## src/rtl/core/pal_pkg.sv

```systemverilog
// ----------------------------------------------------------------------------
// pal_pkg
// Shared types, widths and codes of the positional array list.
// ----------------------------------------------------------------------------
package pal_pkg;

   localparam int MAX_DEPTH = 16;
   localparam int ADDR_W    = $clog2(MAX_DEPTH);
   localparam int CNT_W     = $clog2(MAX_DEPTH + 1);
   localparam int DATA_W    = 32;
   localparam int POS_W     = 5;
   localparam int CAP_W     = 5;
   localparam int IDX_W     = 4;

   localparam logic [CAP_W-1:0] CAP_RESET = CAP_W'(10);

   localparam int REQ_FIELD_W = DATA_W + POS_W;
   localparam int REQ_TDATA_W = ((REQ_FIELD_W + 7) / 8) * 8;
   localparam int RSP_FIELD_W = CNT_W + 1 + DATA_W + IDX_W;
   localparam int RSP_TDATA_W = ((RSP_FIELD_W + 7) / 8) * 8;

   typedef logic [1:0] cmd_type;
   localparam cmd_type CMD_INSERT = 2'd0;
   localparam cmd_type CMD_ERASE  = 2'd1;
   localparam cmd_type CMD_DUMP   = 2'd2;

   typedef logic [1:0] status_type;
   localparam status_type ST_OK    = 2'd0;
   localparam status_type ST_FULL  = 2'd1;
   localparam status_type ST_RANGE = 2'd2;
   localparam status_type ST_EMPTY = 2'd3;

   typedef struct packed {
      status_type status;
      logic       work;
   } check_type;

endpackage

```

## src/rtl/core/pal_ram.sv

```systemverilog
// ----------------------------------------------------------------------------
// pal_ram
// Generic single-write, single-read RAM with registered read data.
// ----------------------------------------------------------------------------
module pal_ram #(
   parameter int WIDTH = 32,
   parameter int DEPTH = 16
) (
   input  logic                     clock,
   input  logic                     wr_en,
   input  logic [$clog2(DEPTH)-1:0] wr_addr,
   input  logic [WIDTH-1:0]         wr_data,
   input  logic                     rd_en,
   input  logic [$clog2(DEPTH)-1:0] rd_addr,
   output logic [WIDTH-1:0]         rd_data
);

   logic [WIDTH-1:0] mem_ff [DEPTH];
   logic [WIDTH-1:0] rd_data_ff;

   always_ff @(posedge clock) begin
      if (wr_en) begin
         mem_ff[wr_addr] <= wr_data;
      end
      if (rd_en) begin
         rd_data_ff <= mem_ff[rd_addr];
      end
   end

   assign rd_data = rd_data_ff;

endmodule

```

## src/rtl/core/pal_check.sv

```systemverilog
// ----------------------------------------------------------------------------
// pal_check
// Command check: full, empty and range errors against size and capacity.
// ----------------------------------------------------------------------------
module pal_check (
   input  pal_pkg::cmd_type         cmd,
   input  logic [pal_pkg::POS_W-1:0] pos,
   input  logic [pal_pkg::CNT_W-1:0] count,
   input  logic [pal_pkg::CAP_W-1:0] capacity,
   output pal_pkg::check_type        chk
);
   import pal_pkg::*;

   logic [CNT_W-1:0] cap_eff;
   logic [CNT_W-1:0] pos_ext;

   always_comb begin
      if (capacity == '0) begin
         cap_eff = CNT_W'(1);
      end else if (CNT_W'(capacity) > CNT_W'(MAX_DEPTH)) begin
         cap_eff = CNT_W'(MAX_DEPTH);
      end else begin
         cap_eff = CNT_W'(capacity);
      end
   end

   assign pos_ext = CNT_W'(pos);

   always_comb begin
      chk.status = ST_OK;
      chk.work   = 1'b0;
      unique case (cmd)
         CMD_INSERT: begin
            if (count >= cap_eff) begin
               chk.status = ST_FULL;
            end else if (pos_ext > count) begin
               chk.status = ST_RANGE;
            end else begin
               chk.work = 1'b1;
            end
         end
         CMD_ERASE: begin
            if (count == '0) begin
               chk.status = ST_EMPTY;
            end else if (pos_ext >= count) begin
               chk.status = ST_RANGE;
            end else begin
               chk.work = 1'b1;
            end
         end
         CMD_DUMP: begin
            if (count == '0) begin
               chk.status = ST_EMPTY;
            end else begin
               chk.work = 1'b1;
            end
         end
         default: begin
            chk.status = ST_OK;
         end
      endcase
   end

endmodule

```

## src/rtl/core/positional_array_list.sv

```systemverilog
// ----------------------------------------------------------------------------
// positional_array_list
// Bounded ordered list with insert and erase at a position and in-order dump.
// ----------------------------------------------------------------------------
// Insert at position p into n elements: shift up in S_SHIFT_UP, one RAM move per
// cycle, then S_DRAIN and S_WRITE; insert at the end (p equal to n) goes to S_WRITE.
// Erase at position p of n elements: S_SHIFT_DN, then S_DRAIN; top entry skips both.
// Dump of n elements: one word per cycle while rsp_tready is high.
// Errors and unused codes answer through accept, then the response register.
// A held response word stalls the sequencer; reset clears size, capacity to 10.
// ----------------------------------------------------------------------------
module positional_array_list (
   input  logic                            clock,
   input  logic                            reset,
   input  logic                            csr_wr_en,
   input  logic [pal_pkg::CAP_W-1:0]       csr_wr_data,
   input  logic                            req_tvalid,
   output logic                            req_tready,
   input  logic [pal_pkg::REQ_TDATA_W-1:0] req_tdata,  // item_value, position
   input  logic [1:0]                      req_tuser,  // command
   output logic                            rsp_tvalid,
   input  logic                            rsp_tready,
   output logic [pal_pkg::RSP_TDATA_W-1:0] rsp_tdata,  // list_size, is_empty,
                                                       // element_value, element_index
   output logic [1:0]                      rsp_tuser,  // status
   output logic                            rsp_tlast
);
   import pal_pkg::*;

   typedef enum logic [2:0] {
      S_IDLE,
      S_SHIFT_UP,
      S_SHIFT_DN,
      S_DRAIN,
      S_WRITE,
      S_FINISH,
      S_DUMP
   } state_type;

   state_type          state_ff, state_in;
   logic [CAP_W-1:0]   cap_ff, cap_in;
   logic [CNT_W-1:0]   count_ff, count_in;
   cmd_type            cmd_ff, cmd_in;
   logic [DATA_W-1:0]  item_ff, item_in;
   logic [POS_W-1:0]   pos_ff, pos_in;
   status_type         status_ff, status_in;
   logic [ADDR_W-1:0]  addr_ff, addr_in;
   logic [ADDR_W-1:0]  waddr_ff, waddr_in;
   logic               pend_ff, pend_in;

   logic               rsp_valid_ff, rsp_valid_in;
   status_type         rsp_status_ff, rsp_status_in;
   logic [CNT_W-1:0]   rsp_size_ff, rsp_size_in;
   logic               rsp_empty_ff, rsp_empty_in;
   logic [DATA_W-1:0]  rsp_value_ff, rsp_value_in;
   logic [IDX_W-1:0]   rsp_index_ff, rsp_index_in;
   logic               rsp_last_ff, rsp_last_in;

   logic               ram_wr_en;
   logic [ADDR_W-1:0]  ram_wr_addr;
   logic [DATA_W-1:0]  ram_wr_data;
   logic               ram_rd_en;
   logic [ADDR_W-1:0]  ram_rd_addr;
   logic [DATA_W-1:0]  ram_rd_data;

   cmd_type            req_cmd;
   logic [DATA_W-1:0]  req_item;
   logic [POS_W-1:0]   req_pos;
   check_type          chk;
   logic               out_free;
   logic               dump_last;

   assign req_cmd  = req_tuser;
   assign req_item = req_tdata[DATA_W-1:0];
   assign req_pos  = req_tdata[DATA_W+POS_W-1:DATA_W];

   pal_check u_check (
      .cmd      (req_cmd),
      .pos      (req_pos),
      .count    (count_ff),
      .capacity (cap_ff),
      .chk      (chk)
   );

   pal_ram #(
      .WIDTH (DATA_W),
      .DEPTH (MAX_DEPTH)
   ) u_ram (
      .clock   (clock),
      .wr_en   (ram_wr_en),
      .wr_addr (ram_wr_addr),
      .wr_data (ram_wr_data),
      .rd_en   (ram_rd_en),
      .rd_addr (ram_rd_addr),
      .rd_data (ram_rd_data)
   );

   assign req_tready = (state_ff == S_IDLE);
   assign out_free   = !rsp_valid_ff || rsp_tready;
   assign dump_last  = ((CNT_W'(addr_ff) + CNT_W'(1)) == count_ff);

   always_comb begin
      state_in      = state_ff;
      cap_in        = csr_wr_en ? csr_wr_data : cap_ff;
      count_in      = count_ff;
      cmd_in        = cmd_ff;
      item_in       = item_ff;
      pos_in        = pos_ff;
      status_in     = status_ff;
      addr_in       = addr_ff;
      waddr_in      = waddr_ff;
      pend_in       = pend_ff;
      rsp_valid_in  = rsp_valid_ff && !rsp_tready;
      rsp_status_in = rsp_status_ff;
      rsp_size_in   = rsp_size_ff;
      rsp_empty_in  = rsp_empty_ff;
      rsp_value_in  = rsp_value_ff;
      rsp_index_in  = rsp_index_ff;
      rsp_last_in   = rsp_last_ff;
      ram_wr_en     = 1'b0;
      ram_wr_addr   = waddr_ff;
      ram_wr_data   = ram_rd_data;
      ram_rd_en     = 1'b0;
      ram_rd_addr   = addr_ff;

      unique case (state_ff)
         S_IDLE: begin
            pend_in = 1'b0;
            if (req_tvalid) begin
               cmd_in    = req_cmd;
               item_in   = req_item;
               pos_in    = req_pos;
               status_in = chk.status;
               if (!chk.work) begin
                  state_in = S_FINISH;
               end else begin
                  unique case (req_cmd)
                     CMD_INSERT: begin
                        if (CNT_W'(req_pos) == count_ff) begin
                           state_in = S_WRITE;
                        end else begin
                           addr_in  = ADDR_W'(count_ff - CNT_W'(1));
                           state_in = S_SHIFT_UP;
                        end
                     end
                     CMD_ERASE: begin
                        if ((CNT_W'(req_pos) + CNT_W'(1)) == count_ff) begin
                           count_in = count_ff - CNT_W'(1);
                           state_in = S_FINISH;
                        end else begin
                           addr_in  = ADDR_W'(req_pos) + ADDR_W'(1);
                           state_in = S_SHIFT_DN;
                        end
                     end
                     CMD_DUMP: begin
                        ram_rd_en   = 1'b1;
                        ram_rd_addr = '0;
                        addr_in     = '0;
                        state_in    = S_DUMP;
                     end
                     default: begin
                        state_in = S_FINISH;
                     end
                  endcase
               end
            end
         end
         S_SHIFT_UP: begin
            ram_rd_en = 1'b1;
            ram_wr_en = pend_ff;
            pend_in   = 1'b1;
            waddr_in  = addr_ff + ADDR_W'(1);
            if (addr_ff == pos_ff[ADDR_W-1:0]) begin
               state_in = S_DRAIN;
            end else begin
               addr_in = addr_ff - ADDR_W'(1);
            end
         end
         S_SHIFT_DN: begin
            ram_rd_en = 1'b1;
            ram_wr_en = pend_ff;
            pend_in   = 1'b1;
            waddr_in  = addr_ff - ADDR_W'(1);
            if (dump_last) begin
               state_in = S_DRAIN;
            end else begin
               addr_in = addr_ff + ADDR_W'(1);
            end
         end
         S_DRAIN: begin
            ram_wr_en = 1'b1;
            pend_in   = 1'b0;
            if (cmd_ff == CMD_INSERT) begin
               state_in = S_WRITE;
            end else begin
               count_in = count_ff - CNT_W'(1);
               state_in = S_FINISH;
            end
         end
         S_WRITE: begin
            ram_wr_en   = 1'b1;
            ram_wr_addr = pos_ff[ADDR_W-1:0];
            ram_wr_data = item_ff;
            count_in    = count_ff + CNT_W'(1);
            state_in    = S_FINISH;
         end
         S_FINISH: begin
            if (out_free) begin
               rsp_valid_in  = 1'b1;
               rsp_status_in = status_ff;
               rsp_size_in   = count_ff;
               rsp_empty_in  = (count_ff == '0);
               rsp_value_in  = '0;
               rsp_index_in  = '0;
               rsp_last_in   = 1'b1;
               state_in      = S_IDLE;
            end
         end
         S_DUMP: begin
            if (out_free) begin
               rsp_valid_in  = 1'b1;
               rsp_status_in = ST_OK;
               rsp_size_in   = count_ff;
               rsp_empty_in  = 1'b0;
               rsp_value_in  = ram_rd_data;
               rsp_index_in  = IDX_W'(addr_ff);
               rsp_last_in   = dump_last;
               if (dump_last) begin
                  state_in = S_IDLE;
               end else begin
                  ram_rd_en   = 1'b1;
                  ram_rd_addr = addr_ff + ADDR_W'(1);
                  addr_in     = addr_ff + ADDR_W'(1);
               end
            end
         end
         default: begin
            state_in = S_IDLE;
         end
      endcase
   end

   always_ff @(posedge clock) begin
      if (reset) begin
         state_ff     <= S_IDLE;
         cap_ff       <= CAP_RESET;
         count_ff     <= '0;
         pend_ff      <= 1'b0;
         rsp_valid_ff <= 1'b0;
      end else begin
         state_ff     <= state_in;
         cap_ff       <= cap_in;
         count_ff     <= count_in;
         pend_ff      <= pend_in;
         rsp_valid_ff <= rsp_valid_in;
      end
      cmd_ff        <= cmd_in;
      item_ff       <= item_in;
      pos_ff        <= pos_in;
      status_ff     <= status_in;
      addr_ff       <= addr_in;
      waddr_ff      <= waddr_in;
      rsp_status_ff <= rsp_status_in;
      rsp_size_ff   <= rsp_size_in;
      rsp_empty_ff  <= rsp_empty_in;
      rsp_value_ff  <= rsp_value_in;
      rsp_index_ff  <= rsp_index_in;
      rsp_last_ff   <= rsp_last_in;
   end

   assign rsp_tvalid = rsp_valid_ff;
   assign rsp_tuser  = rsp_status_ff;
   assign rsp_tlast  = rsp_last_ff;
   assign rsp_tdata  = {{(RSP_TDATA_W - RSP_FIELD_W){1'b0}},
                        rsp_index_ff, rsp_value_ff, rsp_empty_ff, rsp_size_ff};

   assert property (@(posedge clock) disable iff (reset)
      count_ff <= CNT_W'(MAX_DEPTH))
      else $error("list size beyond depth");

   assert property (@(posedge clock) disable iff (reset)
      (count_ff != $past(count_ff)) |->
         ($past(state_ff) == S_IDLE || $past(state_ff) == S_DRAIN ||
          $past(state_ff) == S_WRITE))
      else $error("list size changed outside an update step");

   assert property (@(posedge clock) disable iff (reset)
      rsp_valid_ff |-> (rsp_empty_ff == (rsp_size_ff == '0)))
      else $error("empty flag disagrees with size");

   assert property (@(posedge clock) disable iff (reset)
      (rsp_valid_ff && rsp_status_ff != ST_OK) |-> rsp_last_ff)
      else $error("error word not marked last");

endmodule
```

## config.mk

```make
export PLATFORM = sky130hd
export DESIGN_NAME = positional_array_list
export DESIGN_NICKNAME = d
export VERILOG_FILES = /design/src/rtl/core/pal_pkg.sv /design/src/rtl/core/pal_ram.sv /design/src/rtl/core/pal_check.sv /design/src/rtl/core/positional_array_list.sv
export SDC_FILE = /design/constraint.sdc
export NUM_CORES = 1
export LEC_CHECK = 0
export BUFFER_PORTS_ARGS = -buffer_cell sky130_fd_sc_hd__buf_4
export CORE_UTILIZATION = 56
export CTS_CLUSTER_SIZE = 25
export DETAILED_ROUTE_END_ITERATION = 10
export MAX_ROUTING_LAYER = met4
export PLACE_DENSITY = 0.82
export SYNTH_ARGS = -nofsm -noshare
export SYNTH_HDL_FRONTEND = slang
export SYNTH_SLANG_ARGS = --single-unit
```

## constraint.sdc

```tcl
create_clock -name clock -period 4.2 [get_ports clock]
set_input_delay 0.42 -clock clock [delete_from_list [all_inputs] [get_ports clock]]
set_output_delay 0.42 -clock clock [all_outputs]
set_load 0.01 [all_outputs]
```

==> out/metrics.cfg, run 1 <==
[status]
status = completed

[layout]
seqCellArea_um2 = 19400
drive_gt1_share_pct = 20.7
layout.nets = 1990
n_antenna_cell = 0
final_util_pct = 65.9
multi_input_area_um2 = 7360
final.fill_count = 3108
synthToLayoutAreaGrowth_pct = 15.7

[floorplanning]
io_pins = 105
die_w_um = 223
num_rows = 80
core_area_um2 = 47900
die_h_um = 223
start_util_pct = 57.0
dieArea_um2 = 49700

[logic_synthesis]
synth_top_area_share_pct = 70.0
synth_edf_count = 637
synthesis.area_um2 = 27300
yosys.area.top_type = edfxtp_1
synth_cell_types = 67
async_reset_ff_share_pct = 0
ys.flop_type = edfxtp_1
synth_area_leaders = edfxtp_1, mux2_2, and2_1, a221o_1, nand2_1
syn_inst = 1781
ys_seq_area_share_pct = 71.1
yosys_register_bits = 652
avgSynthCellArea_um2 = 15.3
ys_warn_count = 0

[global_route]
grt_busiest_layer = met2
grt_max_degree = 121
grtUsageTotal_pct = 27.6
grt_pass1_wl_um = 99600
grt.met1_usage_pct = 37.5
grt.overflow.total = 0
grt_pass1_vias = 16800
use_met2_pct = 43.0
grtUsageMet3_pct = 3.98
antenna_found_initial = 0

[worst_hold_path]
hold_path_class = in2reg

[placed_design]
gp_congestion = 0.881
port_buffers = 95
dp_hpwl_um = 35900

[timing]
fin_setup_tns_ps = 0
setup_viol = 0
worst_pin_slew_ps = 999
finalHoldViolations = 0
max_freq_mhz = 253
rsz0062_at_grt = no
finalCritPeriodShare_pct = 94.2
fin_skew_ps = 11.7
relSlewSlack_pct = 33.1
maxSlewViolCount = 0
period_minus_slack_ps = 3960

[critical_path]
slowest_stage = o211a_4
setup.worst_path.end_class = flop
critPathRequiredTime_ps = 4610
worst-path-max-fanout = 33
critical_path_arrival_ps = 4360
cpPeakStageDelay_ps = 630
critical_path_class = reg2reg
start_kind = flop
r2r_slack_ps = 240
path_cells = ha_1 > or2_0 > and4_1 > o311a_1 > o21ai_0 > o211a_4 > buf_4 > buf_4 > a221oi_1 > o21ai_0 > nor4b_2

[clock_tree]
cts_buffers = 67
clock_path_buffers = 3
cts_tree = built
clkTransAtPathRegs_ps = 60
clock_latency_ps = 590
cts-root-buf = clkbuf_16
htreeDepth = 3
cts_sinks = 652
post-cts-setup-buffers = 0

[routing]
drc_errors = 0
dr.pass1.iters = 6
detail_route.wl_per_cell_um = 25.7
ant_nets = 0
wl_um = 66200
drt-initial-drc-count = 1969
vias = 16700
via_per_inst = 6.47

[power]
power_density_nw_per_um2 = 765
p_leak_nw = 10.7
vdd_drop_max_v = 0.000641

[run]
drv_cap = 0

cell type report:
cell class | count | share of cell area, %
inverters | 22 | 0.261
repair buffers | 192 | 5.92
well taps | 615 | 2.43
clock buffers | 79 | 5.51
multi-input cells | 984 | 23.3
clock inverters | 38 | 1.12
flip-flops and latches | 652 | 61.5
sequential cells by signal, indices dropped and copies added, names as in the netlist, 2 cells and up:
| name | count |
|---|---|
| cmd_ff | 2 |
| u_ram.mem_ff | 512 |
| addr_ff | 4 |
| status_ff | 2 |
| cap_ff | 5 |
| rsp_tuser | 2 |
| rsp_value_ff | 32 |
| waddr_ff | 4 |
| u_ram.rd_data | 32 |
| count_ff | 5 |
| item_ff | 32 |
| pos_ff | 4 |
| rsp_size_ff | 5 |
| state_ff | 3 |
| rsp_index_ff | 4 |
synthesized netlist by cell type, types with 38 or more instances:
cell / n
nand2_1: 144
a21oi_1: 57
clkbuf_1: 64
o22ai_1: 65
and2_1: 126
o21ai_0: 51
and3_1: 38
mux2_2: 91
nor2_1: 51
edfxtp_1: 637
a221o_1: 66
a221oi_1: 61
repair_timing:
item	CTS	global route
endpoints found under the hold margin	31	1
hold buffers	31	1
resized for setup	0	1
setup endpoints to repair	0	1
critical path: cells and delay by family, from the launching register on:
family / cells / cell delay [ps]
DFF: 1 / 440
adders and majority gates: 1 / 320
buffers and inverters: 2 / 530
AOI/OAI and AO/OA: 5 / 1670
and+or+nand+nor: 3 / 790
metrics by stage:
stage	hold slack (ps)	cells	cell area (um2)	worst slack (ps)	power (mW)
after floorplan	431	1786	27300	245	15.5
after global placement	453	2433	29200	409	17.9
after detailed placement	475	2433	29200	293	18.3
after CTS	0.0938	2581	31600	243	24.1
after global routing	38.0	2582	31600	49.9	25.1
final	44.6	2582	31600	243	24.2
path summary, 6_finish.rpt:
| path | from | to | cells past startpoint |
|---|---|---|---|
| min | csr_wr_data[3] | cap_ff[3] | 2 |
| min reg2reg | pend_ff | pend_ff | 2 |
| max reg2reg | addr_ff[0] | u_ram.rd_data[5] | 11 |
| max | addr_ff[0] | u_ram.rd_data[5] | 11 |
layout by cell type, fill, tap and decap left out, types with 5 or more instances in the layout:
cell type      count
a31oi_1           11
o21ai_0           51
edfxtp_1         637
mux2i_1           14
nor2_4            17
nor4b_2           30
ha_1              19
mux2_1            31
nor2_1            33
nand2_1          142
xnor2_1           18
nand2b_1           5
clkinv_1          14
bufinv_16          6
clkbuf_1          11
dfxtp_1           14
inv_1             21
clkbuf_16         68
nor3_1            11
buf_4            132
o22ai_1           65
nor2b_1            5
clkinv_2          12
and3_1            38
nand3_1           15
dlygate4sd3_1     32
a21oi_1           57
buf_12            28
xor2_1             8
a221o_1           66
a221oi_1          61
and2_1           125
mux2_2            91
conb_1             6
per-layer routing:
metal / routed length (um) / vias to the layer above
met4: 2150 / 0
met1: 26500 / 8398
met2: 32100 / 924
met3: 5510 / 157
met5: 0 / -
li1: - / 7220
where the power goes:
group / switching (mW) / leakage (nW) / internal [mW]
Combinational: 5.62 / 3.79 / 2.99
Sequential: 0.358 / 5.89 / 9.45
Clock: 2.41 / 1.02 / 3.34
Total: 8.39 / 10.7 / 15.8
cell families after synthesis:
family	count (synthesis)	synth area share, %
compound gates	346	9.30
mux	136	5.54
other cells	1	0.0137
fa+ha+maj	19	0.870
buf+inv	150	2.73
simple gates	449	9.44
xor+xnor	28	1.00
flops	652	71.1
(Power assumes the default switching activity.)
==> run 2: changes to the inputs <==
- CORE_UTILIZATION: 56 -> 50
- PLACE_DENSITY: 0.82 -> 0.75
==> run 2 against run 1 <==
Compared with the run above: via count is 1.5% lower; register-to-register slack better by 140 ps; sequential share of layout area stayed put; combinational power is 2% lower; fmax is 3.7% higher; clock-buffer cell count is 3 higher; die area is 12% higher; first-iteration DRC count is 0.66% lower; global-route usage is 3.3 points lower; sequential power hardly changed; worst setup slack better by 140 ps; largest cell class unchanged; largest power group unchanged.
==> out/metrics.cfg, run 2 (same netlist as run 1, synthesis figures left out) <==
[status]
status = completed

[critical_path]
start_kind = flop
path_cells = inv_1 > ha_1 > and4_1 > a21o_1 > a22oi_4 > o21a_1 > a21bo_4 > buf_4 > mux2_1 > o221ai_1 > nand4_1
setup.worst_path.end_class = flop
critical_path_class = reg2reg
critical_path_arrival_ps = 4120
cpPeakStageDelay_ps = 560
critPathRequiredTime_ps = 4510
worst-path-max-fanout = 61
slowest_stage = buf_4

[timing]
maxSlewViolCount = 0
fin_skew_ps = 19.9
finalCritPeriodShare_pct = 90.8
finalHoldViolations = 0
setup_viol = 0
max_freq_mhz = 262
period_minus_slack_ps = 3820
fin_setup_tns_ps = 0
rsz0062_at_grt = no
worst_pin_slew_ps = 999
relSlewSlack_pct = 33.1

[routing]
met1Wirelength_um = 26500
dr.pass1.iters = 5
wl_met3_um = 5680
top_layer = met4
drt-initial-drc-count = 1956
met2_length_um = 31500
detail_route.wl_per_cell_um = 24.8
wl_um = 65600
ant_nets = 0
via_per_inst = 6.21
vias = 16400
drc_errors = 0

[layout]
largest_reg_flops = 512
layout_common_cells = edfxtp_1, nand2_1, buf_4, and2_1, mux2_2
final.fill_count = 3982
largest-register = u_ram.mem_ff
synthToLayoutAreaGrowth_pct = 15.7
final_util_pct = 58.6
n_antenna_cell = 0
layout.nets = 1975
finalInstanceArea_um2 = 31600
drive_gt1_share_pct = 20.7
layout.cells.most_common = edfxtp_1

[global_route]
antenna_found_initial = 2
grtUsageTotal_pct = 24.3
grt_pass1_vias = 16100
grt_max_degree = 121
grt_pass1_wl_um = 98100
grt.overflow.total = 0

[floorplanning]
die_w_um = 236
start_util_pct = 50.7
core_area_um2 = 53900
dieArea_um2 = 55600
die_h_um = 236
num_rows = 85
io_pins = 105

[clock_tree]
cts_tree = built
post-cts-setup-buffers = 0
cts_sinks = 652
clkTransAtPathRegs_ps = 60
clock_latency_ps = 590
cts-root-buf = clkbuf_16
cts_buffers = 67
clock_path_buffers = 3
htreeDepth = 3

[placed_design]
gp_congestion = 0.849
dp_hpwl_um = 35400
placedInstanceArea_um2 = 29200
port_buffers = 95

[power]
vdd_drop_max_v = 0.000590
p_leak_nw = 10.6
power_density_nw_per_um2 = 764

[worst_hold_path]
hold_path_class = in2reg

[run]
drv_cap = 0

[run 2: cell types whose count changed in the layout (fill, tap and decap cells not counted), sizes merged]
cell | before | now
dlygate4sd3 | 32 | 24
inv | 23 | 25
clkinv | 27 | 19
bufinv | 6 | 7
clkinvlp | 4 | 7
buf | 160 | 153
clkbuf | 79 | 82
[run 2: cell type report]
type                    count  area (um2)  area share, %
clock buffers              82        1780           5.62
flip-flops and latches    652       19400           61.5
repair buffers            177        1710           5.42
inverters                  22        82.6          0.261
clock inverters            36         377           1.19
well taps                 696         871           2.76
multi-input cells         984        7360           23.3
[run 2: report_power, final]
group / internal, mW / switching [mW] / total, mW
registers: 9.45 / 0.379 / 9.82
logic: 2.92 / 5.51 / 8.43
clock network: 3.45 / 2.43 / 5.88
total: 15.8 / 8.33 / 24.1
[run 2: worst paths after layout]
path	depth (start not counted)	slack (ps)	start	end
min	1	20	req_tdata[27]	item_ff[27]
max	11	380	count_ff[2]	u_ram.rd_data[30]
min reg2reg	2	490	pend_ff	pend_ff
max reg2reg	11	380	count_ff[2]	u_ram.rd_data[30]
[run 2: what timing repair did]
item                                    in CTS  in global routing
hold endpoints to repair                    24                  0
gates resized for setup                      0                  1
hold buffers                                24                  0
endpoints found under the setup margin       0                  1
[run 2: worst max-delay path, delay by kind of cell (launching register included)]
kind / cells / cell delay [ps]
DFF: 1 / 530
adders and majority gates: 1 / 310
and+or+nand+nor: 2 / 430
AOI/OAI and AO/OA: 5 / 1190
muxes: 1 / 390
buffers and inverters: 2 / 690
[run 2: layer usage]
| metal | vias up | GRT usage, % |
|---|---|---|
| met5 | - | - |
| met4 | 0 | 8.66 |
| met3 | 149 | 3.62 |
| met2 | 838 | 37.7 |
| met1 | 8259 | 32.9 |
| li1 | 7199 | - |
[run 2: through the flow]
step	setup slack, ps	instances	power (mW)	hold slack (ps)
floorplan	245	1786	15.5	431
global placement	376	2507	18.0	454
detailed placement	279	2507	18.2	480
CTS	217	2649	24.1	0.00344
global route	177	2649	25.1	3.83
finish	385	2649	24.1	16.5
